--- src/sv/rshs_pkg.sv ---
// ----------------------------------------------------------------------------
// rshs_pkg: shared types and codes for the rotary stepper homing/steering unit
// Field widths, command codes, homing phase codes and register indexes.
// ----------------------------------------------------------------------------
package rshs_pkg;

  localparam int unsigned PosW   = 16;
  localparam int unsigned CmdW   = 2;
  localparam int unsigned ModeW  = 2;
  localparam int unsigned PhaseW = 4;
  localparam int unsigned OffW   = 11;
  localparam int unsigned WinW   = 10;
  localparam int unsigned CfgIdxW  = 3;
  localparam int unsigned CfgDataW = 16;

  typedef logic [PosW-1:0]   pos_t;
  typedef logic [CmdW-1:0]   cmd_t;
  typedef logic [ModeW-1:0]  mode_t;
  typedef logic [PhaseW-1:0] phase_t;

  // commands
  localparam cmd_t CMD_TICK   = 2'd0;
  localparam cmd_t CMD_HOME   = 2'd1;
  localparam cmd_t CMD_TARGET = 2'd2;
  localparam cmd_t CMD_MODE   = 2'd3;

  // auto-rotate modes (code 3 is stored but acts as none)
  localparam mode_t ROT_NONE = 2'd0;
  localparam mode_t ROT_UP   = 2'd1;
  localparam mode_t ROT_DOWN = 2'd2;

  // homing phases
  localparam phase_t PH_START = 4'd0;
  localparam phase_t PH_SEEK1 = 4'd1;
  localparam phase_t PH_SEEK2 = 4'd2;
  localparam phase_t PH_SEEK3 = 4'd3;
  localparam phase_t PH_SEEK4 = 4'd4;
  localparam phase_t PH_DONE  = 4'd5;
  localparam phase_t PH_FAIL1 = 4'd6;
  localparam phase_t PH_FAIL2 = 4'd7;
  localparam phase_t PH_FAIL3 = 4'd8;
  localparam phase_t PH_FAIL4 = 4'd9;

  // configuration register indexes
  localparam logic [CfgIdxW-1:0] CFG_SWEEP    = 3'd0;
  localparam logic [CfgIdxW-1:0] CFG_CENTER   = 3'd1;
  localparam logic [CfgIdxW-1:0] CFG_INTERVAL = 3'd2;
  localparam logic [CfgIdxW-1:0] CFG_LIMIT    = 3'd3;
  localparam logic [CfgIdxW-1:0] CFG_OFFSET   = 3'd4;
  localparam logic [CfgIdxW-1:0] CFG_WINDOW   = 3'd5;

  // register reset values
  localparam pos_t             RST_SWEEP    = 16'd5370;
  localparam pos_t             RST_CENTER   = 16'd2685;
  localparam pos_t             RST_INTERVAL = 16'd2000;
  localparam pos_t             RST_LIMIT    = 16'd8000;
  localparam logic [OffW-1:0]  RST_OFFSET   = 11'd40;
  localparam logic [WinW-1:0]  RST_WINDOW   = 10'd30;

  // one input item as held in the input register
  typedef struct packed {
    cmd_t  cmd;
    logic  hall_down;
    pos_t  target_position;
    mode_t rotate_mode;
  } in_item_t;

endpackage

--- src/sv/rshs_in_if.sv ---
// ----------------------------------------------------------------------------
// rshs_in_if: input item channel
// Valid/ready handshake carrying one tick or command.
// ----------------------------------------------------------------------------
interface rshs_in_if;
  logic                 valid;
  logic                 ready;
  rshs_pkg::cmd_t       cmd;
  logic                 hall_down;
  rshs_pkg::pos_t       target_position;
  rshs_pkg::mode_t      rotate_mode;

  modport source (output valid, output cmd, output hall_down,
                  output target_position, output rotate_mode, input ready);
  modport sink   (input valid, input cmd, input hall_down,
                  input target_position, input rotate_mode, output ready);
endinterface

--- src/sv/rshs_out_if.sv ---
// ----------------------------------------------------------------------------
// rshs_out_if: result item channel
// Valid/ready handshake carrying step command and homing status.
// ----------------------------------------------------------------------------
interface rshs_out_if;
  logic                 valid;
  logic                 ready;
  logic                 step_pulse;
  logic                 step_dir;
  rshs_pkg::pos_t       position;
  rshs_pkg::phase_t     homing_phase;
  logic                 homed;

  modport source (output valid, output step_pulse, output step_dir,
                  output position, output homing_phase, output homed, input ready);
  modport sink   (input valid, input step_pulse, input step_dir,
                  input position, input homing_phase, input homed, output ready);
endinterface

--- src/sv/rotary_stepper_homing_and_steering_unit.sv ---
// ----------------------------------------------------------------------------
// rotary_stepper_homing_and_steering_unit: stepper homing and ring steering
// Paces ticks with a step-rate timer, runs a four-phase hall-sensor homing
// sequence, then steps along the shorter arc of the position ring.
// ----------------------------------------------------------------------------
// Path: input register, then result register; a result-side stall holds the item in the input register.
// Throughput: 1 item per cycle unless the result side stalls; the state update is a single pass of compares
//   and 16- to 18-bit adds between the input register and the result register.
// Reset (rst_n low, synchronous): both pipeline stages empty, homing phase 0,
//   counters/positions/auto mode cleared, config registers to defaults.
module rotary_stepper_homing_and_steering_unit (
  input  logic                           clk,
  input  logic                           rst_n,
  rshs_in_if.sink                        in_ch,
  rshs_out_if.source                     out_ch,
  input  logic                           cfg_we,
  input  logic [rshs_pkg::CfgIdxW-1:0]   cfg_idx,
  input  logic [rshs_pkg::CfgDataW-1:0]  cfg_wdata
);

  // --------------------------------------------------------------------------
  // Ring helpers
  // --------------------------------------------------------------------------
  // One step on the ring 0..sweep-1; out-of-ring positions wrap as well.
  function automatic rshs_pkg::pos_t ring_move(input rshs_pkg::pos_t cur,
                                               input logic up,
                                               input rshs_pkg::pos_t sweep);
    logic [16:0] v;
    v = '0;
    if (sweep == '0) begin
      return '0;
    end
    if (up) begin
      v = {1'b0, cur} + 17'd1;
    end else if (cur == '0) begin
      v = {1'b0, sweep} - 17'd1;
    end else begin
      v = {1'b0, cur} - 17'd1;
    end
    if (v >= {1'b0, sweep}) begin
      v = '0;
    end
    return v[15:0];
  endfunction

  // Shorter-arc direction; a negative arc length behaves as a huge unsigned one.
  function automatic logic go_up(input rshs_pkg::pos_t cur,
                                 input rshs_pkg::pos_t goal,
                                 input rshs_pkg::pos_t sweep);
    logic signed [17:0] up_len;
    logic signed [17:0] dn_len;
    up_len = '0;
    dn_len = '0;
    if (cur < goal) begin
      up_len = $signed({2'b00, goal}) - $signed({2'b00, cur});
      dn_len = $signed({2'b00, cur}) + $signed({2'b00, sweep})
             - $signed({2'b00, goal});
      return !((dn_len >= 18'sd0) && (dn_len < up_len));
    end else begin
      up_len = $signed({2'b00, goal}) + $signed({2'b00, sweep})
             - $signed({2'b00, cur});
      dn_len = $signed({2'b00, cur}) - $signed({2'b00, goal});
      return !((up_len < 18'sd0) || (dn_len < up_len));
    end
  endfunction

  // --------------------------------------------------------------------------
  // Configuration registers
  // --------------------------------------------------------------------------
  rshs_pkg::pos_t                 sweep_r, center_r, interval_r, limit_r;
  logic [rshs_pkg::OffW-1:0]      offset_r;
  logic [rshs_pkg::WinW-1:0]      window_r;

  always_ff @(posedge clk) begin
    if (!rst_n) begin
      sweep_r    <= rshs_pkg::RST_SWEEP;
      center_r   <= rshs_pkg::RST_CENTER;
      interval_r <= rshs_pkg::RST_INTERVAL;
      limit_r    <= rshs_pkg::RST_LIMIT;
      offset_r   <= rshs_pkg::RST_OFFSET;
      window_r   <= rshs_pkg::RST_WINDOW;
    end else if (cfg_we) begin
      unique case (cfg_idx)
        rshs_pkg::CFG_SWEEP:    sweep_r    <= cfg_wdata;
        rshs_pkg::CFG_CENTER:   center_r   <= cfg_wdata;
        rshs_pkg::CFG_INTERVAL: interval_r <= cfg_wdata;
        rshs_pkg::CFG_LIMIT:    limit_r    <= cfg_wdata;
        rshs_pkg::CFG_OFFSET:   offset_r   <= cfg_wdata[rshs_pkg::OffW-1:0];
        rshs_pkg::CFG_WINDOW:   window_r   <= cfg_wdata[rshs_pkg::WinW-1:0];
        default: ;  // unmapped index: ignored
      endcase
    end
  end

  // --------------------------------------------------------------------------
  // Pipeline handshake: input register -> result register
  // --------------------------------------------------------------------------
  logic                 in_vld_r;
  rshs_pkg::in_item_t   item_r;
  logic                 out_vld_r;
  logic                 fire;      // item in input reg is processed this cycle

  assign fire         = in_vld_r && (!out_vld_r || out_ch.ready);
  assign in_ch.ready  = !in_vld_r || fire;
  assign out_ch.valid = out_vld_r;

  always_ff @(posedge clk) begin
    if (!rst_n) begin
      in_vld_r  <= 1'b0;
      out_vld_r <= 1'b0;
    end else begin
      if (in_ch.ready) begin
        in_vld_r <= in_ch.valid;
      end
      if (fire) begin
        out_vld_r <= 1'b1;
      end else if (out_ch.ready) begin
        out_vld_r <= 1'b0;
      end
    end
  end

  always_ff @(posedge clk) begin
    if (in_ch.valid && in_ch.ready) begin
      item_r.cmd             <= in_ch.cmd;
      item_r.hall_down       <= in_ch.hall_down;
      item_r.target_position <= in_ch.target_position;
      item_r.rotate_mode     <= in_ch.rotate_mode;
    end
  end

  // --------------------------------------------------------------------------
  // Controller state
  // --------------------------------------------------------------------------
  rshs_pkg::phase_t  phase_r, phase_nxt;
  rshs_pkg::pos_t    count_r, count_nxt;
  rshs_pkg::pos_t    pos_r, pos_nxt;
  rshs_pkg::pos_t    goal_r, goal_nxt;
  rshs_pkg::pos_t    ticks_r, ticks_nxt;
  logic              first_r, first_nxt;
  rshs_pkg::mode_t   auto_r, auto_nxt;
  logic              pulse, dir;

  // shared terms
  rshs_pkg::pos_t    ticks_inc, count_inc, sweep_top, target_clamped;
  rshs_pkg::pos_t    pos_up, pos_dn, auto_goal, steer_pos, home_pos;
  logic              steer_up, over_limit, past_window;

  assign ticks_inc = (ticks_r == '1) ? ticks_r : ticks_r + 16'd1;   // saturating
  assign count_inc = (count_r == '1) ? count_r : count_r + 16'd1;
  assign over_limit  = count_r > limit_r;
  assign past_window = count_r > {6'd0, window_r};

  assign sweep_top      = (sweep_r == '0) ? '0 : sweep_r - 16'd1;
  assign target_clamped = (item_r.target_position > sweep_top) ? sweep_top
                                                               : item_r.target_position;

  // steering: auto-rotate places the goal next to the current position
  assign pos_up    = ring_move(pos_r, 1'b1, sweep_r);
  assign pos_dn    = ring_move(pos_r, 1'b0, sweep_r);
  assign auto_goal = (auto_r == rshs_pkg::ROT_UP)   ? pos_up :
                     (auto_r == rshs_pkg::ROT_DOWN) ? pos_dn : goal_r;
  assign steer_up  = go_up(pos_r, auto_goal, sweep_r);
  assign steer_pos = steer_up ? pos_up : pos_dn;

  // home = center - count/2 + signed offset, modulo 2^16
  assign home_pos = center_r - {1'b0, count_r[15:1]}
                  + {{(rshs_pkg::PosW-rshs_pkg::OffW){offset_r[rshs_pkg::OffW-1]}},
                     offset_r};

  always_comb begin
    phase_nxt = phase_r;
    count_nxt = count_r;
    pos_nxt   = pos_r;
    goal_nxt  = goal_r;
    ticks_nxt = ticks_r;
    first_nxt = first_r;
    auto_nxt  = auto_r;
    pulse     = 1'b0;
    dir       = 1'b0;
    unique case (item_r.cmd)
      rshs_pkg::CMD_HOME:   phase_nxt = rshs_pkg::PH_START;
      rshs_pkg::CMD_TARGET: goal_nxt  = target_clamped;
      rshs_pkg::CMD_MODE:   auto_nxt  = item_r.rotate_mode;
      rshs_pkg::CMD_TICK: begin
        ticks_nxt = ticks_inc;
        if (ticks_inc >= interval_r) begin
          if (phase_r != rshs_pkg::PH_DONE) begin
            // every homing action, failure phases included, restarts the timer
            ticks_nxt = '0;
            unique case (phase_r)
              rshs_pkg::PH_START: begin
                count_nxt = '0;
                phase_nxt = rshs_pkg::PH_SEEK1;
              end
              rshs_pkg::PH_SEEK1: begin
                // step up until the magnet is found
                if (item_r.hall_down) begin
                  phase_nxt = rshs_pkg::PH_SEEK2;
                end else begin
                  if (over_limit) phase_nxt = rshs_pkg::PH_FAIL1;
                  pulse     = 1'b1;
                  dir       = 1'b1;
                  count_nxt = count_inc;
                end
              end
              rshs_pkg::PH_SEEK2: begin
                // step up until the magnet is left
                if (!item_r.hall_down) begin
                  phase_nxt = rshs_pkg::PH_SEEK3;
                  count_nxt = '0;
                end else begin
                  if (over_limit) phase_nxt = rshs_pkg::PH_FAIL2;
                  pulse     = 1'b1;
                  dir       = 1'b1;
                  count_nxt = count_inc;
                end
              end
              rshs_pkg::PH_SEEK3: begin
                // step down until the magnet is found again
                if (item_r.hall_down) begin
                  phase_nxt = rshs_pkg::PH_SEEK4;
                end else begin
                  if (over_limit) phase_nxt = rshs_pkg::PH_FAIL3;
                  pulse     = 1'b1;
                  count_nxt = count_inc;
                end
              end
              rshs_pkg::PH_SEEK4: begin
                // step down across the window; exit only past the minimum width
                if (!item_r.hall_down && past_window) begin
                  phase_nxt = rshs_pkg::PH_DONE;
                  pos_nxt   = home_pos;
                  if (!first_r) begin
                    goal_nxt  = center_r;
                    first_nxt = 1'b1;
                  end
                end else begin
                  if (over_limit) phase_nxt = rshs_pkg::PH_FAIL4;
                  pulse     = 1'b1;
                  count_nxt = count_inc;
                end
              end
              default: ;  // failure phases wait for a homing command
            endcase
          end else begin
            goal_nxt = auto_goal;
            if (pos_r != auto_goal) begin
              pulse     = 1'b1;
              dir       = steer_up;
              pos_nxt   = steer_pos;
              ticks_nxt = '0;
            end
          end
        end
      end
    endcase
  end

  always_ff @(posedge clk) begin
    if (!rst_n) begin
      phase_r <= rshs_pkg::PH_START;
      count_r <= '0;
      pos_r   <= '0;
      goal_r  <= '0;
      ticks_r <= '0;
      first_r <= 1'b0;
      auto_r  <= rshs_pkg::ROT_NONE;
    end else if (fire) begin
      phase_r <= phase_nxt;
      count_r <= count_nxt;
      pos_r   <= pos_nxt;
      goal_r  <= goal_nxt;
      ticks_r <= ticks_nxt;
      first_r <= first_nxt;
      auto_r  <= auto_nxt;
    end
  end

  // --------------------------------------------------------------------------
  // Result register
  // --------------------------------------------------------------------------
  logic              res_pulse_r, res_dir_r, res_homed_r;
  rshs_pkg::pos_t    res_pos_r;
  rshs_pkg::phase_t  res_phase_r;

  always_ff @(posedge clk) begin
    if (fire) begin
      res_pulse_r <= pulse;
      res_dir_r   <= pulse & dir;
      res_pos_r   <= pos_nxt;
      res_phase_r <= phase_nxt;
      res_homed_r <= (phase_nxt == rshs_pkg::PH_DONE);
    end
  end

  assign out_ch.step_pulse   = res_pulse_r;
  assign out_ch.step_dir     = res_dir_r;
  assign out_ch.position     = res_pos_r;
  assign out_ch.homing_phase = res_phase_r;
  assign out_ch.homed        = res_homed_r;

endmodule

--- src/flat_wrapper.sv ---
// flat-port wrapper written by rule: the top's interface ports become plain ports
module rotary_stepper_homing_and_steering_unit_flat 
  (clk, rst_n, cfg_we, cfg_idx, cfg_wdata, in_ch_valid, in_ch_cmd, in_ch_hall_down, in_ch_target_position, in_ch_rotate_mode, in_ch_ready, out_ch_valid, out_ch_step_pulse, out_ch_step_dir, out_ch_position, out_ch_homing_phase, out_ch_homed, out_ch_ready);
  rshs_in_if in_ch_i ();
  rshs_out_if out_ch_i ();
  input  logic clk;
  input  logic rst_n;
  input  logic cfg_we;
  input  logic [rshs_pkg::CfgIdxW-1:0] cfg_idx;
  input  logic [rshs_pkg::CfgDataW-1:0] cfg_wdata;
  input wire logic [$bits(in_ch_i.valid)-1:0] in_ch_valid;
  input wire logic [$bits(in_ch_i.cmd)-1:0] in_ch_cmd;
  input wire logic [$bits(in_ch_i.hall_down)-1:0] in_ch_hall_down;
  input wire logic [$bits(in_ch_i.target_position)-1:0] in_ch_target_position;
  input wire logic [$bits(in_ch_i.rotate_mode)-1:0] in_ch_rotate_mode;
  output wire logic [$bits(in_ch_i.ready)-1:0] in_ch_ready;
  output wire logic [$bits(out_ch_i.valid)-1:0] out_ch_valid;
  output wire logic [$bits(out_ch_i.step_pulse)-1:0] out_ch_step_pulse;
  output wire logic [$bits(out_ch_i.step_dir)-1:0] out_ch_step_dir;
  output wire logic [$bits(out_ch_i.position)-1:0] out_ch_position;
  output wire logic [$bits(out_ch_i.homing_phase)-1:0] out_ch_homing_phase;
  output wire logic [$bits(out_ch_i.homed)-1:0] out_ch_homed;
  input wire logic [$bits(out_ch_i.ready)-1:0] out_ch_ready;
  assign in_ch_i.valid = in_ch_valid;
  assign in_ch_i.cmd = in_ch_cmd;
  assign in_ch_i.hall_down = in_ch_hall_down;
  assign in_ch_i.target_position = in_ch_target_position;
  assign in_ch_i.rotate_mode = in_ch_rotate_mode;
  assign in_ch_ready = in_ch_i.ready;
  assign out_ch_valid = out_ch_i.valid;
  assign out_ch_step_pulse = out_ch_i.step_pulse;
  assign out_ch_step_dir = out_ch_i.step_dir;
  assign out_ch_position = out_ch_i.position;
  assign out_ch_homing_phase = out_ch_i.homing_phase;
  assign out_ch_homed = out_ch_i.homed;
  assign out_ch_i.ready = out_ch_ready;
  rotary_stepper_homing_and_steering_unit u_core (.clk(clk), .rst_n(rst_n), .in_ch(in_ch_i), .out_ch(out_ch_i), .cfg_we(cfg_we), .cfg_idx(cfg_idx), .cfg_wdata(cfg_wdata));
endmodule
--- config.mk ---
export PLATFORM = sky130hd
export DESIGN_NAME = rotary_stepper_homing_and_steering_unit_flat
export DESIGN_NICKNAME = d
export VERILOG_FILES = /design/src/sv/rshs_pkg.sv /design/src/sv/rshs_in_if.sv /design/src/sv/rshs_out_if.sv /design/src/sv/rotary_stepper_homing_and_steering_unit.sv /design/src/flat_wrapper.sv
export SDC_FILE = /design/constraint.sdc
export NUM_CORES = 1
export LEC_CHECK = 0
export ABC_AREA = 1
export CAP_MARGIN = 10
export CORE_ASPECT_RATIO = 0.7
export CORE_UTILIZATION = 40
export CTS_BUF_LIST = sky130_fd_sc_hd__clkbuf_8
export CTS_CLUSTER_SIZE = 12
export DETAILED_ROUTE_END_ITERATION = 10
export DONT_BUFFER_PORTS = 1
export MAX_ROUTING_LAYER = met4
export SYNTH_ARGS = -nofsm -noshare
export SYNTH_HDL_FRONTEND = slang
export SYNTH_SLANG_ARGS = --single-unit
--- constraint.sdc ---
create_clock -name clk -period 12.3 [get_ports clk]
set_clock_uncertainty 0.05 [all_clocks]
set_input_delay 0.615 -clock clk [delete_from_list [all_inputs] [get_ports clk]]
set_output_delay 0.615 -clock clk [all_outputs]
set_load 0.005 [all_outputs]
[After elaboration in Yosys (flattened, before gate mapping)]
Cells that the tools add are included.
Operators by class
  reductions and logical operators: 32
  add/subtract/negate cells: 14
  $lt $le $gt $ge: 11
  bitwise gates (word level): 1
  multiplexer cells: 63
  equal/unequal tests: 25
Operator list (count)
  16-bit two-way mux: 29
  16-bit one-hot mux with 4 select lines: 1
  17-bit two-way mux: 3
  4-bit two-way mux: 10
  18-bit < comparator: 2
  18-bit by 17-bit subtractor with 18-bit output: 2
  16-bit by 16-bit adder with 17-bit output: 2
  17-bit by 16-bit greater-or-equal comparator with 1-bit output: 2
  16-bit by 1-bit subtractor with 17-bit output, second input constant: 2
  16-bit by 16-bit subtractor with 17-bit output: 2
  16-bit by 1-bit adder with 16-bit output, second input constant: 2
  16-bit == test, second input constant: 2
  16-bit > comparator: 2
  16-bit logical NOT: 2
  16-bit one-hot mux with 2 select lines: 1
  4-bit one-hot mux with 5 select lines: 1
  18-bit by 1-bit greater-or-equal comparator with 1-bit output, second input constant: 1
  18-bit by 1-bit < comparator with 1-bit output, second input constant: 1
  16-bit by 1-bit adder with 17-bit output, second input constant: 1
  16-bit adder: 1
  16-bit greater-or-equal comparator: 1
  16-bit by 10-bit > comparator with 1-bit output: 1
  16-bit < comparator: 1
  16-bit inequality test: 1
  31 further kinds: 73
Storage, ports and cells
  register bits: 202
  word-level logic and storage cells: 170

[Longest topological paths before layout]
  word-level depth: 19
  mapped depth: 69

[Worst setup path after synthesis]
Ideal clock, no wire load.
  kind: reg-to-reg
  from: register u_core.pos_r[1]
  to: register u_core.res_pos_r[5], in the netlist u_core.out_ch.position[5] (data pin)
  data arrival time: 7.655 ns
  cell stages (with the launch flop): 67
  path slack: 4.345 ns
  path buffers: 2
  clock period less this slack: 7.955 ns
  cells stage by stage: dfxtp_1 > inv_1 > ha_1 > nand2_1 > nor2_4 > nand2_1 > nand2_1 > nand2_2 > ha_1 > nand2_1 > nor2_1 > xor2_1 > ha_1 > nand2_1 > inv_1 > nand2_1 > nand2_1 > nand2_1 > [31 not listed] > xnor2_1 > ha_1 > nand2_1 > inv_1 > nand3_1 > nor2_1 > nand4_1 > nand3_1 > nand2_1 > nand2_1 > nand3_2 > nand2_4 > buf_2 > a21oi_1 > nand2_1 > nand3b_1 > nand2_1 > inv_1
On the way
  cells in the longest elaborated chain, start to end: 19
  elaborated cells between the ends (all ways): 36
  classes of those cells: add/sub (8); order compare (7); eq/ne (1); mux (15); reduce/logical (5)
Ends and longest elaborated chain
  from (decl): line rotary_stepper_homing_and_steering_unit.sv:137  | rshs_pkg::pos_t pos_r, pos_nxt;
  from (signal assigned): line rotary_stepper_homing_and_steering_unit.sv:272  | pos_r <= pos_nxt;
  16-bit by 1-bit subtractor with 17-bit output / 16-bit logical NOT (equally long branches)
  17-bit two-way mux: line rotary_stepper_homing_and_steering_unit.sv:35  | end else if (cur == '0) begin
  17-bit two-way mux: line rotary_stepper_homing_and_steering_unit.sv:33  | if (up) begin
  17-bit by 16-bit greater-or-equal comparator with 1-bit output: line rotary_stepper_homing_and_steering_unit.sv:40  | if (v >= {1'b0, sweep}) begin
  16-bit two-way mux: line rotary_stepper_homing_and_steering_unit.sv:40
  16-bit two-way mux: line rotary_stepper_homing_and_steering_unit.sv:33
  16-bit two-way mux: line rotary_stepper_homing_and_steering_unit.sv:162  | (auto_r == rshs_pkg::ROT_DOWN) ? pos_dn : goal_r;
  16-bit two-way mux: line rotary_stepper_homing_and_steering_unit.sv:161  | assign auto_goal = (auto_r == rshs_pkg::ROT_UP) ? pos_up :
  [4 not listed]
  1-bit logical NOT: line rotary_stepper_homing_and_steering_unit.sv:63  | return !((up_len < 18'sd0) || (dn_len < up_len));
  1-bit two-way mux: line rotary_stepper_homing_and_steering_unit.sv:54  | if (cur < goal) begin
  16-bit two-way mux: line rotary_stepper_homing_and_steering_unit.sv:164  | assign steer_pos = steer_up ? pos_up : pos_dn;
  16-bit two-way mux *: line rotary_stepper_homing_and_steering_unit.sv:248  | if (pos_r != auto_goal) begin
  16-bit two-way mux *: line rotary_stepper_homing_and_steering_unit.sv:188  | if (phase_r != rshs_pkg::PH_DONE) begin
  16-bit two-way mux *: line rotary_stepper_homing_and_steering_unit.sv:187  | if (ticks_inc >= interval_r) begin
  16-bit two-way mux *: line rotary_stepper_homing_and_steering_unit.sv:181  | unique case (item_r.cmd)
  via u_core.pos_nxt[5]: line rotary_stepper_homing_and_steering_unit.sv:137
  to (signal assigned): line rotary_stepper_homing_and_steering_unit.sv:291  | res_pos_r <= pos_nxt;
  to (decl): line rotary_stepper_homing_and_steering_unit.sv:284  | rshs_pkg::pos_t res_pos_r;
Mark *: on every way through the listed nets, which the timed path passes. The rest lies on a longest branch. The select of a mux whose other input is x is not followed.
A chain may end at the register's enable or synchronous reset.

[Worst setup path after layout]
  from: register u_core.pos_r[1]
  to: register u_core.res_pos_r[10], in the netlist u_core.out_ch.position[10] (data pin)
Same word-level chain as after synthesis.

==> flow_summary.ini <==
[synth]
ys_seq_area_share_pct = 22.4
synth-main-ff-cell = dfxtp_1
synth_xor_area_share_pct = 5.99
synthMuxAreaShare_pct = 0
synth_area_leader_cell = dfxtp_1
synth_fa_ha_area_share_pct = 17.3
synth_common_cells = nand2_1, inv_1, a21oi_1, ha_1, nor2_1
synth_edf_count = 44
yosysMostFrequentCell = nand2_1
synth_top_family_by_area = simple AND/OR/NAND/NOR gates
synth_seq_cells = 202
synth-simple-area-share_pct = 27.1
syn_avg_cell_area_um2 = 6.76
synth_cell_type_count = 64
syn_nets = 3268
synth_compound_area_share_pct = 16.7
netlist.area_leader.share_pct = 15.8
synthTopCellsByArea = dfxtp_1, ha_1, nand2_1, inv_1, a21oi_1
yosys_warnings = 0
synthArstFlopShare_pct = 0
syn_area_um2 = 20000
synthCells = 2959

[clock_tree]
clock-sinks = 202
insertion_delay_ns = 0.56
cts_max_path_buffers = 3
cts_inserted_buffers = 34
cts-root-buf = clkbuf_8
cts_setup_buffers = 0
cts.htree.levels = 2
cts_hold_buffers = 0
clk_pin_slew_worst_paths_ns = 0.07
tritoncts = done
cts_resized = 0

[global_route]
antenna_found_initial = 5
first_global_vias = 18311
grt-ovfl-total = 0
grt_pass1_wl_mm = 123
grt_use_total_pct = 33.5
grt_max_degree = 110

[worst_setup_path]
crit_buf_inv = 6
startpoint = u_core.pos_r[1]$_SDFFE_PN0P_
crit_path_frequent_cell = nand2_1
critPathTopFamily = simple AND/OR/NAND/NOR gates
cp.arrival_ns = 10.85
crit_path_end_kind = flip-flop
crit_fanout = 18
critPathSlowestCell = dfxtp_1
cp_data_required_time_ns = 12.56
worstSetupStartpointType = flip-flop
criticalPathCategory = reg -> reg
cpPeakStageDelay_ns = 0.73
reg2reg_from = u_core.pos_r[1]$_SDFFE_PN0P_
timing.reg2reg.setup_slack_ns = 1.70

[cells_and_area]
drive_above_1_share_pct = 6.03
area_delta_synth_final_pct = 6.77
layout.nets = 3253
diodes = 0
postLayoutCoreUtil_pct = 43.3

[floorplanning]
dieHeight_um = 189
row_count = 68
start_util_pct = 40.6
core_um2 = 49300
dieArea_um2 = 50900
ioPinCount = 70
die_w_um = 269

[sta]
hold_viol_final = 0
finalSetupTns_ns = 0
worst_pin_slew_ns = 1.24
maxSlewViolCount = 0
fmax_ghz = 0.0944
setup_viol = 0
fin_crit_sh_pct = 86.1
rsz0062_at_grt = false
timing.final.crit_period_ns = 10.60
max_slew_margin_pct = 17.0

[hold_path]
hold_path.class = in -> reg
min_from = in_ch_target_position[5]

[drt]
routed_wl_mm = 84.5
vias = 20339
viasPerCell = 5.60
postRouteAntennaNets = 0
drt-pass1-iter-count = 8
wl_per_cell_um = 23.3
drcViolationCount = 0
drt_iter0_markers = 2579

[power_and_ir_drop]
p_leak_nw = 10.3
vdd_drop_max_uv = 105
powerDensity_nw_per_um2 = 136

[placement]
hpwl_mm = 67.9
port_buffers = 0
place_congestion = 1.07

[job]
cap_violations = 0

[outcome]
status = complete, no violations
[sequential cells by signal (all words and copies together) (netlist names), 16 cells and up]
register / count
u_core.center_r: 16
u_core.limit_r: 16
u_core.pos_r: 16
u_core.interval_r: 16
u_core.ticks_r: 16
u_core.out_ch.position: 16
u_core.item_r: 21
u_core.goal_r: 16
u_core.count_r: 16
u_core.sweep_r: 16
[worst reg2reg max path: cells and delay by family (launching register included)]
| family | cells | cell delay [ns] |
|---|---|---|
| buf+inv | 6 | 0.98 |
| xor+xnor | 2 | 0.87 |
| compound gates | 5 | 1.00 |
| simple gates | 43 | 4.56 |
| flops | 1 | 0.73 |
| fa+ha+maj | 7 | 2.12 |
[final cells by class]
type	count	area (um^2)
fill	5184	28000
multi-input combinational	2223	13400
sequential	202	4480
clock inverter	17	131
timing repair buffer	25	188
clock buffer	42	578
inverter	458	1720
tap	665	832
[worst paths after layout]
kind | endpoint | cells past startpoint
max | u_core.out_ch.position[10]$_DFFE_PP_ | 63
min | u_core.item_r[7]$_DFFE_PP_ | 0
max reg2reg | u_core.out_ch.position[10]$_DFFE_PP_ | 63
min reg2reg | u_core.limit_r[3]$_SDFFE_PN0P_ | 2
[stage by stage]
stage | cells | instance area, um^2 | power, mW | setup WS [ns] | hold slack [ns]
after detailed placement | 3573 | 20700 | 2.19 | 2.09 | 0.400
final | 3632 | 21400 | 2.90 | 1.70 | 0.0970
after global placement | 3573 | 20700 | 2.18 | 2.04 | 0.397
after CTS | 3632 | 21400 | 2.86 | 2.03 | 0.0728
after global routing | 3632 | 21400 | 3.09 | 1.06 | 0.0768
after floorplan | 2959 | 20000 | 1.76 | 4.34 | 0.382
[power by group]
part           switching, mW  internal [mW]
sequential            0.0287          0.705
clock                  0.311          0.352
combinational           1.02          0.477
total                   1.36           1.53
[cell usage in the layout, fill, tap and decap left out, types with 44 or more instances in the layout]
cell	Yosys	final
edfxtp_1	44	44
o211ai_1	44	44
a21oi_1	322	322
nand2_1	676	676
xor2_1	97	97
o21ai_0	155	155
nor2_1	196	195
nand3_1	166	166
dfxtp_1	158	158
ha_1	243	243
nand4_1	46	46
inv_1	434	440
[routing by layer]
layer | global-route usage (%) | share of wire [%] | vias to the layer above
li1 | - | - | 9739
met1 | 52.7 | 51 | 9437
met2 | 40.9 | 35 | 1065
met3 | 9.26 | 13 | 98
met4 | 5.20 | 1.6 | 0
met5 | - | 0 | -
[logic make-up after synthesis]
| family | count (synthesis) |
|---|---|
| flops | 202 |
| xor+xnor | 136 |
| compound gates | 601 |
| simple gates | 1222 |
| buf+inv | 534 |
| fa+ha+maj | 264 |
Power figures use the tool's default switching activity.
